$ cat src/hw/rtl/swc_pkg.sv
`default_nettype none

package swc_pkg;

  // Field widths
  localparam int ADC_W      = 24;
  localparam int NET_W      = ADC_W + 1;
  localparam int GAIN_W     = 32;
  localparam int WT_W       = 20;
  localparam int STEP_W     = 7;
  localparam int MIN_W      = 8;
  localparam int CFG_ADDR_W = 8;
  localparam int CFG_DATA_W = 32;

  // Converter resolution actually used
  localparam int ADC_BITS = 24;
  localparam logic [ADC_W-1:0] ADC_MASK = (ADC_BITS >= ADC_W) ? {ADC_W{1'b1}} :
                                          ADC_W'((64'd1 << ADC_BITS) - 64'd1);

  // Shown weight above which a negative load flags overload
  localparam int NEG_FULL_LIMIT = 20;

  localparam logic [WT_W-1:0] WT_MAX = {WT_W{1'b1}};

  // Scaling: Q8.24 gain, round half up
  localparam int FRAC_W    = 24;
  localparam int GPROD_W   = ADC_W + GAIN_W;
  localparam int NPROD_W   = NET_W + GAIN_W;
  localparam int GROSS_W_W = GPROD_W - FRAC_W;
  localparam int NETW_W    = NPROD_W - FRAC_W;

  // Step rounding by reciprocal multiply; exact for values below 2^V_W
  localparam int V_W         = WT_W + 1;
  localparam int Q_W         = V_W;
  localparam int RECIP_SHIFT = 28;
  localparam int M_W         = 27;
  localparam int QPROD_W     = V_W + M_W;
  localparam int REM_W       = 7;

  localparam logic [M_W-1:0] RECIP_5   = M_W'((2**RECIP_SHIFT + 4) / 5);
  localparam logic [M_W-1:0] RECIP_10  = M_W'((2**RECIP_SHIFT + 9) / 10);
  localparam logic [M_W-1:0] RECIP_20  = M_W'((2**RECIP_SHIFT + 19) / 20);
  localparam logic [M_W-1:0] RECIP_50  = M_W'((2**RECIP_SHIFT + 49) / 50);
  localparam logic [M_W-1:0] RECIP_100 = M_W'((2**RECIP_SHIFT + 99) / 100);

  // Register indexes
  localparam logic [CFG_ADDR_W-1:0] CFG_ZERO_LEVEL  = 8'd0;
  localparam logic [CFG_ADDR_W-1:0] CFG_TARE_LEVEL  = 8'd1;
  localparam logic [CFG_ADDR_W-1:0] CFG_SPLIT_LEVEL = 8'd2;
  localparam logic [CFG_ADDR_W-1:0] CFG_GAIN_LOW    = 8'd3;
  localparam logic [CFG_ADDR_W-1:0] CFG_GAIN_HIGH   = 8'd4;
  localparam logic [CFG_ADDR_W-1:0] CFG_STEP_SIZE   = 8'd5;
  localparam logic [CFG_ADDR_W-1:0] CFG_DISP_MIN    = 8'd6;
  localparam logic [CFG_ADDR_W-1:0] CFG_OVL_LIMIT   = 8'd7;

  // Register reset values
  localparam logic [GAIN_W-1:0] GAIN_ONE     = 32'h0100_0000;
  localparam logic [STEP_W-1:0] STEP_RST     = 7'd1;
  localparam logic [MIN_W-1:0]  DISP_MIN_RST = 8'd2;
  localparam logic [WT_W-1:0]   OVL_RST      = 20'd60000;

  // Display step values with a rounding rule
  localparam logic [STEP_W-1:0] STEP_VAL_2   = 7'd2;
  localparam logic [STEP_W-1:0] STEP_VAL_5   = 7'd5;
  localparam logic [STEP_W-1:0] STEP_VAL_10  = 7'd10;
  localparam logic [STEP_W-1:0] STEP_VAL_20  = 7'd20;
  localparam logic [STEP_W-1:0] STEP_VAL_50  = 7'd50;
  localparam logic [STEP_W-1:0] STEP_VAL_100 = 7'd100;

  typedef enum logic [2:0] {
    STEP_PASS,
    STEP_2,
    STEP_5,
    STEP_10,
    STEP_20,
    STEP_50,
    STEP_100
  } swc_step_t;

  typedef struct packed {
    logic [ADC_W-1:0]  zero_level;
    logic [ADC_W-1:0]  tare_level;
    logic [ADC_W-1:0]  split_level;
    logic [GAIN_W-1:0] gain_low;
    logic [GAIN_W-1:0] gain_high;
    logic [STEP_W-1:0] step_size;
    logic [MIN_W-1:0]  display_min_steps;
    logic [WT_W-1:0]   overload_limit;
  } swc_cfg_t;

  // Classified item handed from front to back
  typedef struct packed {
    logic [ADC_W-1:0] gross_c;
    logic [NET_W-1:0] net_c;
    logic             use_high;
    logic             positive;
    logic             stable;
  } swc_item_t;

  function automatic swc_step_t step_decode(input logic [STEP_W-1:0] step);
    swc_step_t kind;
    unique case (step)
      STEP_VAL_2:   kind = STEP_2;
      STEP_VAL_5:   kind = STEP_5;
      STEP_VAL_10:  kind = STEP_10;
      STEP_VAL_20:  kind = STEP_20;
      STEP_VAL_50:  kind = STEP_50;
      STEP_VAL_100: kind = STEP_100;
      default:      kind = STEP_PASS;
    endcase
    return kind;
  endfunction

  // Divisor of the rounding rule
  function automatic logic [STEP_W-1:0] step_div(input swc_step_t kind);
    logic [STEP_W-1:0] d;
    unique case (kind)
      STEP_10:  d = STEP_VAL_10;
      STEP_20:  d = STEP_VAL_20;
      STEP_50:  d = STEP_VAL_50;
      STEP_100: d = STEP_VAL_100;
      default:  d = STEP_VAL_5;
    endcase
    return d;
  endfunction

endpackage

`default_nettype wire

$ cat src/hw/rtl/swc_in_if.sv
`default_nettype none

interface swc_in_if;
  logic                      valid;
  logic                      ready;
  logic [swc_pkg::ADC_W-1:0] adc_average;
  logic                      is_stable;

  modport source (output valid, output adc_average, output is_stable, input ready);
  modport sink   (input valid, input adc_average, input is_stable, output ready);
endinterface

`default_nettype wire

$ cat src/hw/rtl/swc_out_if.sv
`default_nettype none

interface swc_out_if;
  logic                     valid;
  logic                     ready;
  logic [swc_pkg::WT_W-1:0] gross_weight;
  logic [swc_pkg::WT_W-1:0] shown_weight;
  logic                     is_positive;
  logic                     at_zero;
  logic                     overloaded;

  modport source (output valid, output gross_weight, output shown_weight,
                  output is_positive, output at_zero, output overloaded, input ready);
  modport sink   (input valid, input gross_weight, input shown_weight,
                  input is_positive, input at_zero, input overloaded, output ready);
endinterface

`default_nettype wire

$ cat src/hw/rtl/swc_cfg_if.sv
`default_nettype none

interface swc_cfg_if;
  logic                           valid;
  logic                           ready;
  logic [swc_pkg::CFG_ADDR_W-1:0] addr;
  logic [swc_pkg::CFG_DATA_W-1:0] data;

  modport source (output valid, output addr, output data, input ready);
  modport sink   (input valid, input addr, input data, output ready);
endinterface

`default_nettype wire

$ cat src/hw/rtl/swc_cfg_regs.sv
`default_nettype none

module swc_cfg_regs (
  input  wire logic              clk,
  input  wire logic              rst_n,
  swc_cfg_if.sink                cfg_ch,
  output swc_pkg::swc_cfg_t      cfg
);
  import swc_pkg::*;

  swc_cfg_t regs_r;
  swc_cfg_t regs_nxt;

  assign cfg_ch.ready = 1'b1;
  assign cfg          = regs_r;

  // Decode the write index; unknown indexes drop the write
  always_comb begin
    regs_nxt = regs_r;
    if (cfg_ch.valid) begin
      unique case (cfg_ch.addr)
        CFG_ZERO_LEVEL:  regs_nxt.zero_level        = cfg_ch.data[ADC_W-1:0];
        CFG_TARE_LEVEL:  regs_nxt.tare_level        = cfg_ch.data[ADC_W-1:0];
        CFG_SPLIT_LEVEL: regs_nxt.split_level       = cfg_ch.data[ADC_W-1:0];
        CFG_GAIN_LOW:    regs_nxt.gain_low          = cfg_ch.data[GAIN_W-1:0];
        CFG_GAIN_HIGH:   regs_nxt.gain_high         = cfg_ch.data[GAIN_W-1:0];
        CFG_STEP_SIZE:   regs_nxt.step_size         = cfg_ch.data[STEP_W-1:0];
        CFG_DISP_MIN:    regs_nxt.display_min_steps = cfg_ch.data[MIN_W-1:0];
        CFG_OVL_LIMIT:   regs_nxt.overload_limit    = cfg_ch.data[WT_W-1:0];
        default: ;
      endcase
    end
  end

  always_ff @(posedge clk) begin
    if (!rst_n) begin
      regs_r.zero_level        <= '0;
      regs_r.tare_level        <= '0;
      regs_r.split_level       <= '0;
      regs_r.gain_low          <= GAIN_ONE;
      regs_r.gain_high         <= GAIN_ONE;
      regs_r.step_size         <= STEP_RST;
      regs_r.display_min_steps <= DISP_MIN_RST;
      regs_r.overload_limit    <= OVL_RST;
    end else begin
      regs_r <= regs_nxt;
    end
  end

endmodule

`default_nettype wire

$ cat src/hw/rtl/swc_front.sv
`default_nettype none

module swc_front (
  input  wire logic              clk,
  input  wire logic              rst_n,
  input  wire swc_pkg::swc_cfg_t cfg,
  swc_in_if.sink                 in_ch,
  output logic                   item_valid,
  output swc_pkg::swc_item_t     item,
  input  wire logic              item_ready
);
  import swc_pkg::*;

  logic                 valid_r;
  swc_item_t            item_r;
  swc_item_t            item_nxt;
  logic                 en;
  logic [ADC_W-1:0]     adc;
  logic [ADC_W-1:0]     zero;
  logic [ADC_W-1:0]     tare;

  assign en          = !valid_r || item_ready;
  assign in_ch.ready = en;
  assign item_valid  = valid_r;
  assign item        = item_r;

  assign adc  = in_ch.adc_average & ADC_MASK;
  assign zero = cfg.zero_level & ADC_MASK;
  assign tare = cfg.tare_level & ADC_MASK;

  // Form gross and net magnitudes, sign and gain range
  always_comb begin
    item_nxt.stable = in_ch.is_stable;
    if (adc > zero) begin
      item_nxt.gross_c = adc - zero;
      if (item_nxt.gross_c > tare) begin
        item_nxt.net_c    = NET_W'(item_nxt.gross_c - tare);
        item_nxt.positive = 1'b1;
      end else begin
        item_nxt.net_c    = NET_W'(tare - item_nxt.gross_c);
        item_nxt.positive = 1'b0;
      end
    end else begin
      item_nxt.gross_c  = zero - adc;
      item_nxt.net_c    = NET_W'(item_nxt.gross_c) + NET_W'(tare);
      item_nxt.positive = 1'b0;
    end
    item_nxt.use_high = !(item_nxt.gross_c < cfg.split_level);
  end

  always_ff @(posedge clk) begin
    if (!rst_n) begin
      valid_r <= 1'b0;
    end else if (en) begin
      valid_r <= in_ch.valid;
    end
  end

  always_ff @(posedge clk) begin
    if (en && in_ch.valid) begin
      item_r <= item_nxt;
    end
  end

endmodule

`default_nettype wire

$ cat src/hw/rtl/swc_queue.sv
`default_nettype none

module swc_queue (
  input  wire logic               clk,
  input  wire logic               rst_n,
  input  wire logic               push_valid,
  input  wire swc_pkg::swc_item_t push_item,
  output logic                    push_ready,
  output logic                    pop_valid,
  output swc_pkg::swc_item_t      pop_item,
  input  wire logic               pop_ready
);
  import swc_pkg::*;

  swc_item_t   mem_r [2];
  logic        wr_ptr_r;
  logic        rd_ptr_r;
  logic [1:0]  cnt_r;
  logic [1:0]  cnt_nxt;
  logic        push;
  logic        pop;

  assign push_ready = cnt_r != 2'd2;
  assign pop_valid  = cnt_r != 2'd0;
  assign pop_item   = mem_r[rd_ptr_r];
  assign push       = push_valid && push_ready;
  assign pop        = pop_valid && pop_ready;

  // Track fill level
  always_comb begin
    cnt_nxt = cnt_r;
    if (push && !pop) begin
      cnt_nxt = cnt_r + 2'd1;
    end else if (pop && !push) begin
      cnt_nxt = cnt_r - 2'd1;
    end
  end

  always_ff @(posedge clk) begin
    if (!rst_n) begin
      wr_ptr_r <= 1'b0;
      rd_ptr_r <= 1'b0;
      cnt_r    <= 2'd0;
    end else begin
      cnt_r <= cnt_nxt;
      if (push) begin
        wr_ptr_r <= !wr_ptr_r;
      end
      if (pop) begin
        rd_ptr_r <= !rd_ptr_r;
      end
    end
  end

  // Store items
  always_ff @(posedge clk) begin
    if (push) begin
      mem_r[wr_ptr_r] <= push_item;
    end
  end

endmodule

`default_nettype wire

$ cat src/hw/rtl/swc_back.sv
`default_nettype none

module swc_back (
  input  wire logic               clk,
  input  wire logic               rst_n,
  input  wire swc_pkg::swc_cfg_t  cfg,
  input  wire logic               item_valid,
  input  wire swc_pkg::swc_item_t item,
  output logic                    item_ready,
  swc_out_if.source               out_ch
);
  import swc_pkg::*;

  // Stage 1: scaled weights
  logic                  v1_r;
  logic [GROSS_W_W-1:0]  gross_w1_r;
  logic [WT_W-1:0]       net_w1_r;
  logic                  pos1_r;
  logic                  stab1_r;

  // Stage 2: step quotient and limits
  logic                  v2_r;
  logic [WT_W-1:0]       w2_r;
  logic [V_W-1:0]        v2v_r;
  logic [Q_W-1:0]        q2_r;
  swc_step_t             kind2_r;
  logic                  below2_r;
  logic                  over2_r;
  logic [WT_W-1:0]       gross2_r;
  logic                  pos2_r;
  logic                  stab2_r;

  // Stage 3: output register
  logic                  v3_r;
  logic [WT_W-1:0]       gross3_r;
  logic [WT_W-1:0]       shown3_r;
  logic                  pos3_r;
  logic                  zero3_r;
  logic                  full3_r;

  logic en1;
  logic en2;
  logic en3;

  logic [GAIN_W-1:0]     gain;
  logic [GPROD_W-1:0]    gprod;
  logic [NPROD_W-1:0]    nprod;
  logic [NETW_W-1:0]     net_full;

  swc_step_t             kind;
  logic [STEP_W-1:0]     offs;
  logic [M_W-1:0]        recip;
  logic [V_W-1:0]        v;
  logic [QPROD_W-1:0]    qprod;
  logic [MIN_W+STEP_W-1:0] min_w;

  logic [STEP_W-1:0]     d3;
  logic [Q_W+STEP_W-1:0] qd;
  logic [V_W-1:0]        rem_full;
  logic [REM_W-1:0]      rem;
  logic [V_W-1:0]        base;
  logic                  up;
  logic [V_W-1:0]        shown;
  logic                  at_zero;
  logic                  positive;
  logic                  full;

  assign en3        = !v3_r || out_ch.ready;
  assign en2        = !v2_r || en3;
  assign en1        = !v1_r || en2;
  assign item_ready = en1;

  // Scale with round half up
  always_comb begin
    gain     = item.use_high ? cfg.gain_high : cfg.gain_low;
    gprod    = GPROD_W'(item.gross_c) * GPROD_W'(gain) + (GPROD_W'(1) << (FRAC_W - 1));
    nprod    = NPROD_W'(item.net_c) * NPROD_W'(gain) + (NPROD_W'(1) << (FRAC_W - 1));
    net_full = nprod[NPROD_W-1:FRAC_W];
  end

  always_ff @(posedge clk) begin
    if (en1 && item_valid) begin
      gross_w1_r <= gprod[GPROD_W-1:FRAC_W];
      net_w1_r   <= (|net_full[NETW_W-1:WT_W]) ? WT_MAX : net_full[WT_W-1:0];
      pos1_r     <= item.positive;
      stab1_r    <= item.stable;
    end
  end

  // Pick the step rule and take the quotient by reciprocal
  always_comb begin
    kind = step_decode(cfg.step_size);
    unique case (kind)
      STEP_10:  begin offs = 7'd5;  recip = RECIP_10;  end
      STEP_20:  begin offs = 7'd0;  recip = RECIP_20;  end
      STEP_50:  begin offs = 7'd5;  recip = RECIP_50;  end
      STEP_100: begin offs = 7'd50; recip = RECIP_100; end
      default:  begin offs = 7'd0;  recip = RECIP_5;   end
    endcase
    v     = V_W'(net_w1_r) + V_W'(offs);
    qprod = QPROD_W'(v) * QPROD_W'(recip);
    min_w = (MIN_W+STEP_W)'(cfg.display_min_steps) * (MIN_W+STEP_W)'(cfg.step_size);
  end

  always_ff @(posedge clk) begin
    if (en2 && v1_r) begin
      w2_r     <= net_w1_r;
      v2v_r    <= v;
      q2_r     <= qprod[RECIP_SHIFT +: Q_W];
      kind2_r  <= kind;
      below2_r <= V_W'(net_w1_r) < V_W'(min_w);
      over2_r  <= gross_w1_r > GROSS_W_W'(cfg.overload_limit);
      gross2_r <= (|gross_w1_r[GROSS_W_W-1:WT_W]) ? WT_MAX : gross_w1_r[WT_W-1:0];
      pos2_r   <= pos1_r;
      stab2_r  <= stab1_r;
    end
  end

  // Remainder, step rounding and flags
  always_comb begin
    d3       = step_div(kind2_r);
    qd       = (Q_W+STEP_W)'(q2_r) * (Q_W+STEP_W)'(d3);
    rem_full = v2v_r - qd[V_W-1:0];
    rem      = rem_full[REM_W-1:0];
    base     = v2v_r - V_W'(rem);
    unique case (kind2_r)
      STEP_5:  up = rem >= 7'd3;
      STEP_20: up = rem >= 7'd10;
      STEP_50: up = rem >= 7'd30;
      default: up = 1'b0;
    endcase
    if (below2_r) begin
      shown = '0;
    end else begin
      unique case (kind2_r)
        STEP_PASS: shown = V_W'(w2_r);
        STEP_2:    shown = V_W'({w2_r[WT_W-1:1], 1'b0});
        default:   shown = base + (up ? V_W'(d3) : V_W'(0));
      endcase
    end
    at_zero  = stab2_r && (shown == '0);
    positive = pos2_r || at_zero;
    full     = positive ? over2_r : (shown > V_W'(NEG_FULL_LIMIT));
  end

  always_ff @(posedge clk) begin
    if (en3 && v2_r) begin
      gross3_r <= gross2_r;
      shown3_r <= (|shown[V_W-1:WT_W]) ? WT_MAX : shown[WT_W-1:0];
      pos3_r   <= positive;
      zero3_r  <= at_zero;
      full3_r  <= full;
    end
  end

  // Advance stage valids
  always_ff @(posedge clk) begin
    if (!rst_n) begin
      v1_r <= 1'b0;
      v2_r <= 1'b0;
      v3_r <= 1'b0;
    end else begin
      if (en1) begin
        v1_r <= item_valid;
      end
      if (en2) begin
        v2_r <= v1_r;
      end
      if (en3) begin
        v3_r <= v2_r;
      end
    end
  end

  assign out_ch.valid        = v3_r;
  assign out_ch.gross_weight = gross3_r;
  assign out_ch.shown_weight = shown3_r;
  assign out_ch.is_positive  = pos3_r;
  assign out_ch.at_zero      = zero3_r;
  assign out_ch.overloaded   = full3_r;

endmodule

`default_nettype wire

$ cat src/hw/rtl/scale_weight_conversion_core.sv
`default_nettype none

// Channel   Direction  Handshake      Payload
// in_ch     sink       valid/ready    adc_average[23:0], is_stable
// out_ch    source     valid/ready    gross_weight[19:0], shown_weight[19:0],
//                                     is_positive, at_zero, overloaded
// cfg_ch    sink       valid/ready    addr[7:0], data[31:0] (ready always high)
//
// One item per cycle sustained while out_ch is ready. A result passes through the
// front register, the two-entry queue, then the scale, step quotient and output
// stages. The two gain multipliers set the scale stage.
// rst_n is synchronous; it empties the pipeline and loads register defaults.
// A stalled output backs up the back stages, then the queue, then in_ch.

module scale_weight_conversion_core (
  input  wire logic clk,
  input  wire logic rst_n,
  swc_in_if.sink    in_ch,
  swc_out_if.source out_ch,
  swc_cfg_if.sink   cfg_ch
);
  import swc_pkg::*;

  swc_cfg_t  cfg;
  logic      f_valid;
  swc_item_t f_item;
  logic      f_ready;
  logic      b_valid;
  swc_item_t b_item;
  logic      b_ready;

  swc_cfg_regs u_regs (
    .clk    (clk),
    .rst_n  (rst_n),
    .cfg_ch (cfg_ch),
    .cfg    (cfg)
  );

  swc_front u_front (
    .clk        (clk),
    .rst_n      (rst_n),
    .cfg        (cfg),
    .in_ch      (in_ch),
    .item_valid (f_valid),
    .item       (f_item),
    .item_ready (f_ready)
  );

  swc_queue u_queue (
    .clk        (clk),
    .rst_n      (rst_n),
    .push_valid (f_valid),
    .push_item  (f_item),
    .push_ready (f_ready),
    .pop_valid  (b_valid),
    .pop_item   (b_item),
    .pop_ready  (b_ready)
  );

  swc_back u_back (
    .clk        (clk),
    .rst_n      (rst_n),
    .cfg        (cfg),
    .item_valid (b_valid),
    .item       (b_item),
    .item_ready (b_ready),
    .out_ch     (out_ch)
  );

endmodule

`default_nettype wire
$ cat src/flat_wrapper.sv
// flat-port wrapper written by rule: the top's interface ports become plain ports
module scale_weight_conversion_core_flat import swc_pkg::*;
  (clk, rst_n, in_ch_valid, in_ch_adc_average, in_ch_is_stable, in_ch_ready, out_ch_valid, out_ch_gross_weight, out_ch_shown_weight, out_ch_is_positive, out_ch_at_zero, out_ch_overloaded, out_ch_ready, cfg_ch_valid, cfg_ch_addr, cfg_ch_data, cfg_ch_ready);
  swc_in_if in_ch_i ();
  swc_out_if out_ch_i ();
  swc_cfg_if cfg_ch_i ();
  input  wire logic clk;
  input  wire logic rst_n;
  input wire logic [$bits(in_ch_i.valid)-1:0] in_ch_valid;
  input wire logic [$bits(in_ch_i.adc_average)-1:0] in_ch_adc_average;
  input wire logic [$bits(in_ch_i.is_stable)-1:0] in_ch_is_stable;
  output wire logic [$bits(in_ch_i.ready)-1:0] in_ch_ready;
  output wire logic [$bits(out_ch_i.valid)-1:0] out_ch_valid;
  output wire logic [$bits(out_ch_i.gross_weight)-1:0] out_ch_gross_weight;
  output wire logic [$bits(out_ch_i.shown_weight)-1:0] out_ch_shown_weight;
  output wire logic [$bits(out_ch_i.is_positive)-1:0] out_ch_is_positive;
  output wire logic [$bits(out_ch_i.at_zero)-1:0] out_ch_at_zero;
  output wire logic [$bits(out_ch_i.overloaded)-1:0] out_ch_overloaded;
  input wire logic [$bits(out_ch_i.ready)-1:0] out_ch_ready;
  input wire logic [$bits(cfg_ch_i.valid)-1:0] cfg_ch_valid;
  input wire logic [$bits(cfg_ch_i.addr)-1:0] cfg_ch_addr;
  input wire logic [$bits(cfg_ch_i.data)-1:0] cfg_ch_data;
  output wire logic [$bits(cfg_ch_i.ready)-1:0] cfg_ch_ready;
  assign in_ch_i.valid = in_ch_valid;
  assign in_ch_i.adc_average = in_ch_adc_average;
  assign in_ch_i.is_stable = in_ch_is_stable;
  assign in_ch_ready = in_ch_i.ready;
  assign out_ch_valid = out_ch_i.valid;
  assign out_ch_gross_weight = out_ch_i.gross_weight;
  assign out_ch_shown_weight = out_ch_i.shown_weight;
  assign out_ch_is_positive = out_ch_i.is_positive;
  assign out_ch_at_zero = out_ch_i.at_zero;
  assign out_ch_overloaded = out_ch_i.overloaded;
  assign out_ch_i.ready = out_ch_ready;
  assign cfg_ch_i.valid = cfg_ch_valid;
  assign cfg_ch_i.addr = cfg_ch_addr;
  assign cfg_ch_i.data = cfg_ch_data;
  assign cfg_ch_ready = cfg_ch_i.ready;
  scale_weight_conversion_core u_core (.clk(clk), .rst_n(rst_n), .in_ch(in_ch_i), .out_ch(out_ch_i), .cfg_ch(cfg_ch_i));
endmodule
$ cat config.mk
export PLATFORM = sky130hd
export DESIGN_NAME = scale_weight_conversion_core_flat
export DESIGN_NICKNAME = d
export VERILOG_FILES = /design/src/hw/rtl/swc_pkg.sv /design/src/hw/rtl/swc_in_if.sv /design/src/hw/rtl/swc_out_if.sv /design/src/hw/rtl/swc_cfg_if.sv /design/src/hw/rtl/swc_cfg_regs.sv /design/src/hw/rtl/swc_front.sv /design/src/hw/rtl/swc_queue.sv /design/src/hw/rtl/swc_back.sv /design/src/hw/rtl/scale_weight_conversion_core.sv /design/src/flat_wrapper.sv
export SDC_FILE = /design/constraint.sdc
export NUM_CORES = 2
export LEC_CHECK = 0
export ABC_CLOCK_PERIOD_IN_PS = 11050
export BUFFER_PORTS_ARGS = -buffer_cell sky130_fd_sc_hd__buf_2
export CORE_ASPECT_RATIO = 1.1
export CORE_MARGIN = 2
export CORE_UTILIZATION = 45
export DETAILED_ROUTE_END_ITERATION = 16
export HOLD_SLACK_MARGIN = 0.02
export PLACE_DENSITY = 0.61
export SYNTH_ARGS = -nofsm -noshare
export SYNTH_HDL_FRONTEND = slang
export SYNTH_SLANG_ARGS = --single-unit
$ cat constraint.sdc
create_clock -name clk -period 11.05 [get_ports clk]
set_input_delay 2.21 -clock clk [delete_from_list [all_inputs] [get_ports clk]]
set_output_delay 2.21 -clock clk [all_outputs]
set_load 0.03 [all_outputs]
==> flow_summary.json <==
{
  "status": "finished with violations",
  "violations": "capacitance limit",
  "setup_tns_ns": 0,
  "cts_resized": 0,
  "p_leak_nw": 36.8,
  "syn-num-nets": 10300,
  "wl_um": 242000,
  "rsz0062_at_grt": "false",
  "clockPowerShare_pct": 26.8,
  "die-area_sq_mm": 0.170,
  "grt_pass1_vias": 60500,
  "fillerInstances": 15800,
  "final_nets": 10200,
  "arrival_ns": 10.08,
  "final_cell_mix": "inv_1, fa_1, nand2_1, nor2_1, ha_1",
  "drv_slew": 0,
  "ant_nets": 0,
  "sequentialPowerShare_pct": 31.6,
  "cts_made_buffers": 56,
  "ir_drop_v": 0.000159,
  "ctsHoldBuffers": 0,
  "detail_route.iter0.violations": 4548,
  "maxCapViolCount": 1,
  "portBuffers": 114,
  "postSynthCellCount": 8258,
  "pwr-share-comb_pct": 41.6,
  "ys.warnings.count": 0,
  "startpoint_type": "register",
  "setup_ws_ns": 1.34,
  "fin_crit_sh_pct": 87.9,
  "worstMarginPinSlew_ns": 1.45,
  "cts_max_level": 2,
  "dp_slack_ns": 1.50,
  "grt_max_degree": 104,
  "grt_antenna_before_repair": 13,
  "cts.sinks": 480,
  "die_x_um": 394,
  "coreArea_sq_mm": 0.166,
  "hold_end": "u_core.u_back.out_ch.gross_weight[13]",
  "path_clk_slew_ns": 0.06,
  "power.switching_mw": 3.14,
  "hold-path-cell-count": 0,
  "r2r-end": "u_core.u_back.net_w1_r[10]",
  "min_path_type": "reg -> reg",
  "synth.ff_latch_count": 480,
  "rrSetupSlack_ns": 1.34,
  "powerDensity_mw_per_mm2": 89.5,
  "min_from": "u_core.u_back.gross2_r[13]",
  "overflow": 0,
  "vias": 57100,
  "hold_violations": 0,
  "critPathMaxFanout": 73,
  "swShare_pct": 43.7,
  "firstDrtPassIters": 6,
  "yosysSeqAreaShare_pct": 16.8,
  "max_freq_mhz": 103,
  "root_buffer": "clkbuf_16",
  "insertion_delay_ns": 0.71,
  "layout-drive-gt1-share_pct": 6.53,
  "drcViolationCount": 0,
  "place_congestion": 0.968,
  "cts_tree": "built",
  "fin_crit_ns": 9.71,
  "avgSynthCellArea_sq_um": 9.10,
  "setup_violations": 0,
  "cp.required_ns": 11.43,
  "grt_use_total_pct": 28.8,
  "path_class": "reg -> reg",
  "post_dp_cell_area_sq_mm": 0.0785,
  "area_growth_pct": 6.93,
  "clock_path_buffers": 3,
  "die_y_um": 433,
  "post_drt_wl_per_cell_um": 23.2,
  "stdcell_area_sq_mm": 0.0804,
  "grt_pass1_wl_um": 369000,
  "max_slew_margin_pct": 1.75,
  "crit_path_end_kind": "register",
  "intPower_mw": 4.05,
  "synth-main-ff-cell": "edfxtp_1",
  "synth-async-reset-ratio_pct": 0,
  "synth-edff-count": 300,
  "rows": 157,
  "cts_setup_buffers": 0,
  "io_pins": 116,
  "final_common_cell": "inv_1",
  "ff2ff_path_depth": 27,
  "vias_per_cell": 5.48,
  "final.setup_skew_ns": 0.0704,
  "synthesis.area_sq_mm": 0.0752,
  "start_util_pct": 45.2,
  "dp_hpwl_um": 192000,
  "synth.distinct_cells": 76
}
## logic make-up after synthesis
kind of cell / share of synthesized area (%)
AO/OA/AOI/OAI: 7.10
AND/OR/NAND/NOR: 14.5
other: 0.00499
XOR/XNOR: 1.76
multiplexers: 2.49
adder cells (fa/ha/maj): 47.2
buffers and inverters: 10.2
flip-flops: 16.8
## worst max path at each step
| stage | from | slack, ns | to |
|---|---|---|---|
| floorplan | register | 2.01 | u_core.u_back.net_w1_r[6] |
| global placement | register | 1.54 | u_core.u_back.gross_w1_r[27] |
| detailed placement | register | 1.50 | u_core.u_back.net_w1_r[10] |
| CTS | register | 1.46 | u_core.u_back.net_w1_r[10] |
| global route | register | 0.95 | u_core.u_back.net_w1_r[10] |
| finish | register | 1.34 | u_core.u_back.net_w1_r[10] |
## cell type report
type	instances	area (sq um)	share of cell area, %
Clock buffer	67	1470	1.83
Sequential cell	480	12600	15.7
Tap cell	2226	2790	3.47
Clock inverter	37	409	0.509
Multi-Input combinational cell	5748	55400	68.9
Inverter	1611	6050	7.52
Antenna cell	6	15.0	0.0187
Timing Repair Buffer	246	1610	2.01
## Yosys cell counts, types with 109 or more instances
master | n | area share, %
nor2_1 | 804 | 4.0
a21oi_1 | 193 | 1.3
edfxtp_1 | 300 | 12
nand2_1 | 1320 | 6.6
clkbuf_1 | 392 | 2.0
a21o_1 | 109 | 1.1
o21ai_0 | 136 | 0.91
ha_1 | 631 | 11
a21boi_0 | 160 | 1.6
fa_1 | 1378 | 37
dfxtp_1 | 180 | 4.8
inv_1 | 1611 | 8.0
## metal layers
layer	wire length, um	share of wire, %	vias up	track usage (%)
met3	20900	8.6	557	5.13
met5	35	0.014	-	0
met1	93400	39	28900	36.4
li1	-	-	25100	-
met4	14000	5.8	6	14.4
met2	114000	47	2514	47.9
## through the flow
| step | std cells | power (mW) | utilization (%) | hold slack (ns) |
|---|---|---|---|---|
| final | 10400 | 7.19 | 48.4 | 0.422 |
| after global routing | 10400 | 7.48 | 48.4 | 0.425 |
| after CTS | 10400 | 7.18 | 48.4 | 0.422 |
| after detailed placement | 10300 | 5.23 | 47.2 | 0.406 |
| after global placement | 10300 | 5.20 | 47.2 | 0.403 |
| after floorplan | 8258 | 3.97 | - | 0.400 |
## worst max-delay path, stage by stage (launching register included)
cell and delay, ns:
dfxtp_4 0.38, buf_12 0.49, mux2i_4 1.01, buf_4 0.35
nor2_1 0.08, fa_1 0.49, inv_1 0.06, fa_1 0.53
inv_1 0.05, fa_1 0.42, ha_1 0.22, fa_1 0.52
fa_1 0.56, inv_1 0.05, fa_1 0.47, inv_1 0.04
ha_1 0.36, a2111oi_0 0.41, a31oi_1 0.18, a221o_1 0.39
o211ai_1 0.38, nand3_1 0.36, a211oi_1 0.49, xnor2_1 0.18
o211ai_1 0.13, nor4_2 0.28, buf_4 0.29, nand3_1 0.12
## state kept, by name (all words and copies together) (netlist names), 2 cells and up, named ones only
register	cells
u_core.u_back.net_w1_r	20
u_core.u_back.gross2_r	20
u_core.u_back.out_ch.shown_weight	20
u_core.u_regs.cfg	171
u_core.u_queue.mem_r	104
u_core.u_back.kind2_r	3
u_core.u_back.out_ch.gross_weight	20
u_core.u_queue.cnt_r	2
u_core.u_front.item	52
u_core.u_back.gross_w1_r	32
u_core.u_back.w2_r	20
## power by group through the flow
stage	Sequential, mW	Combinational [mW]	Clock, mW
global route	2.28	3.17	2.03
CTS	2.27	2.95	1.97
finish	2.27	2.99	1.93
floorplan	2.24	1.73	0
detailed placement	2.30	2.93	0
global placement	2.30	2.90	0
Power figures use the tool's default switching activity.
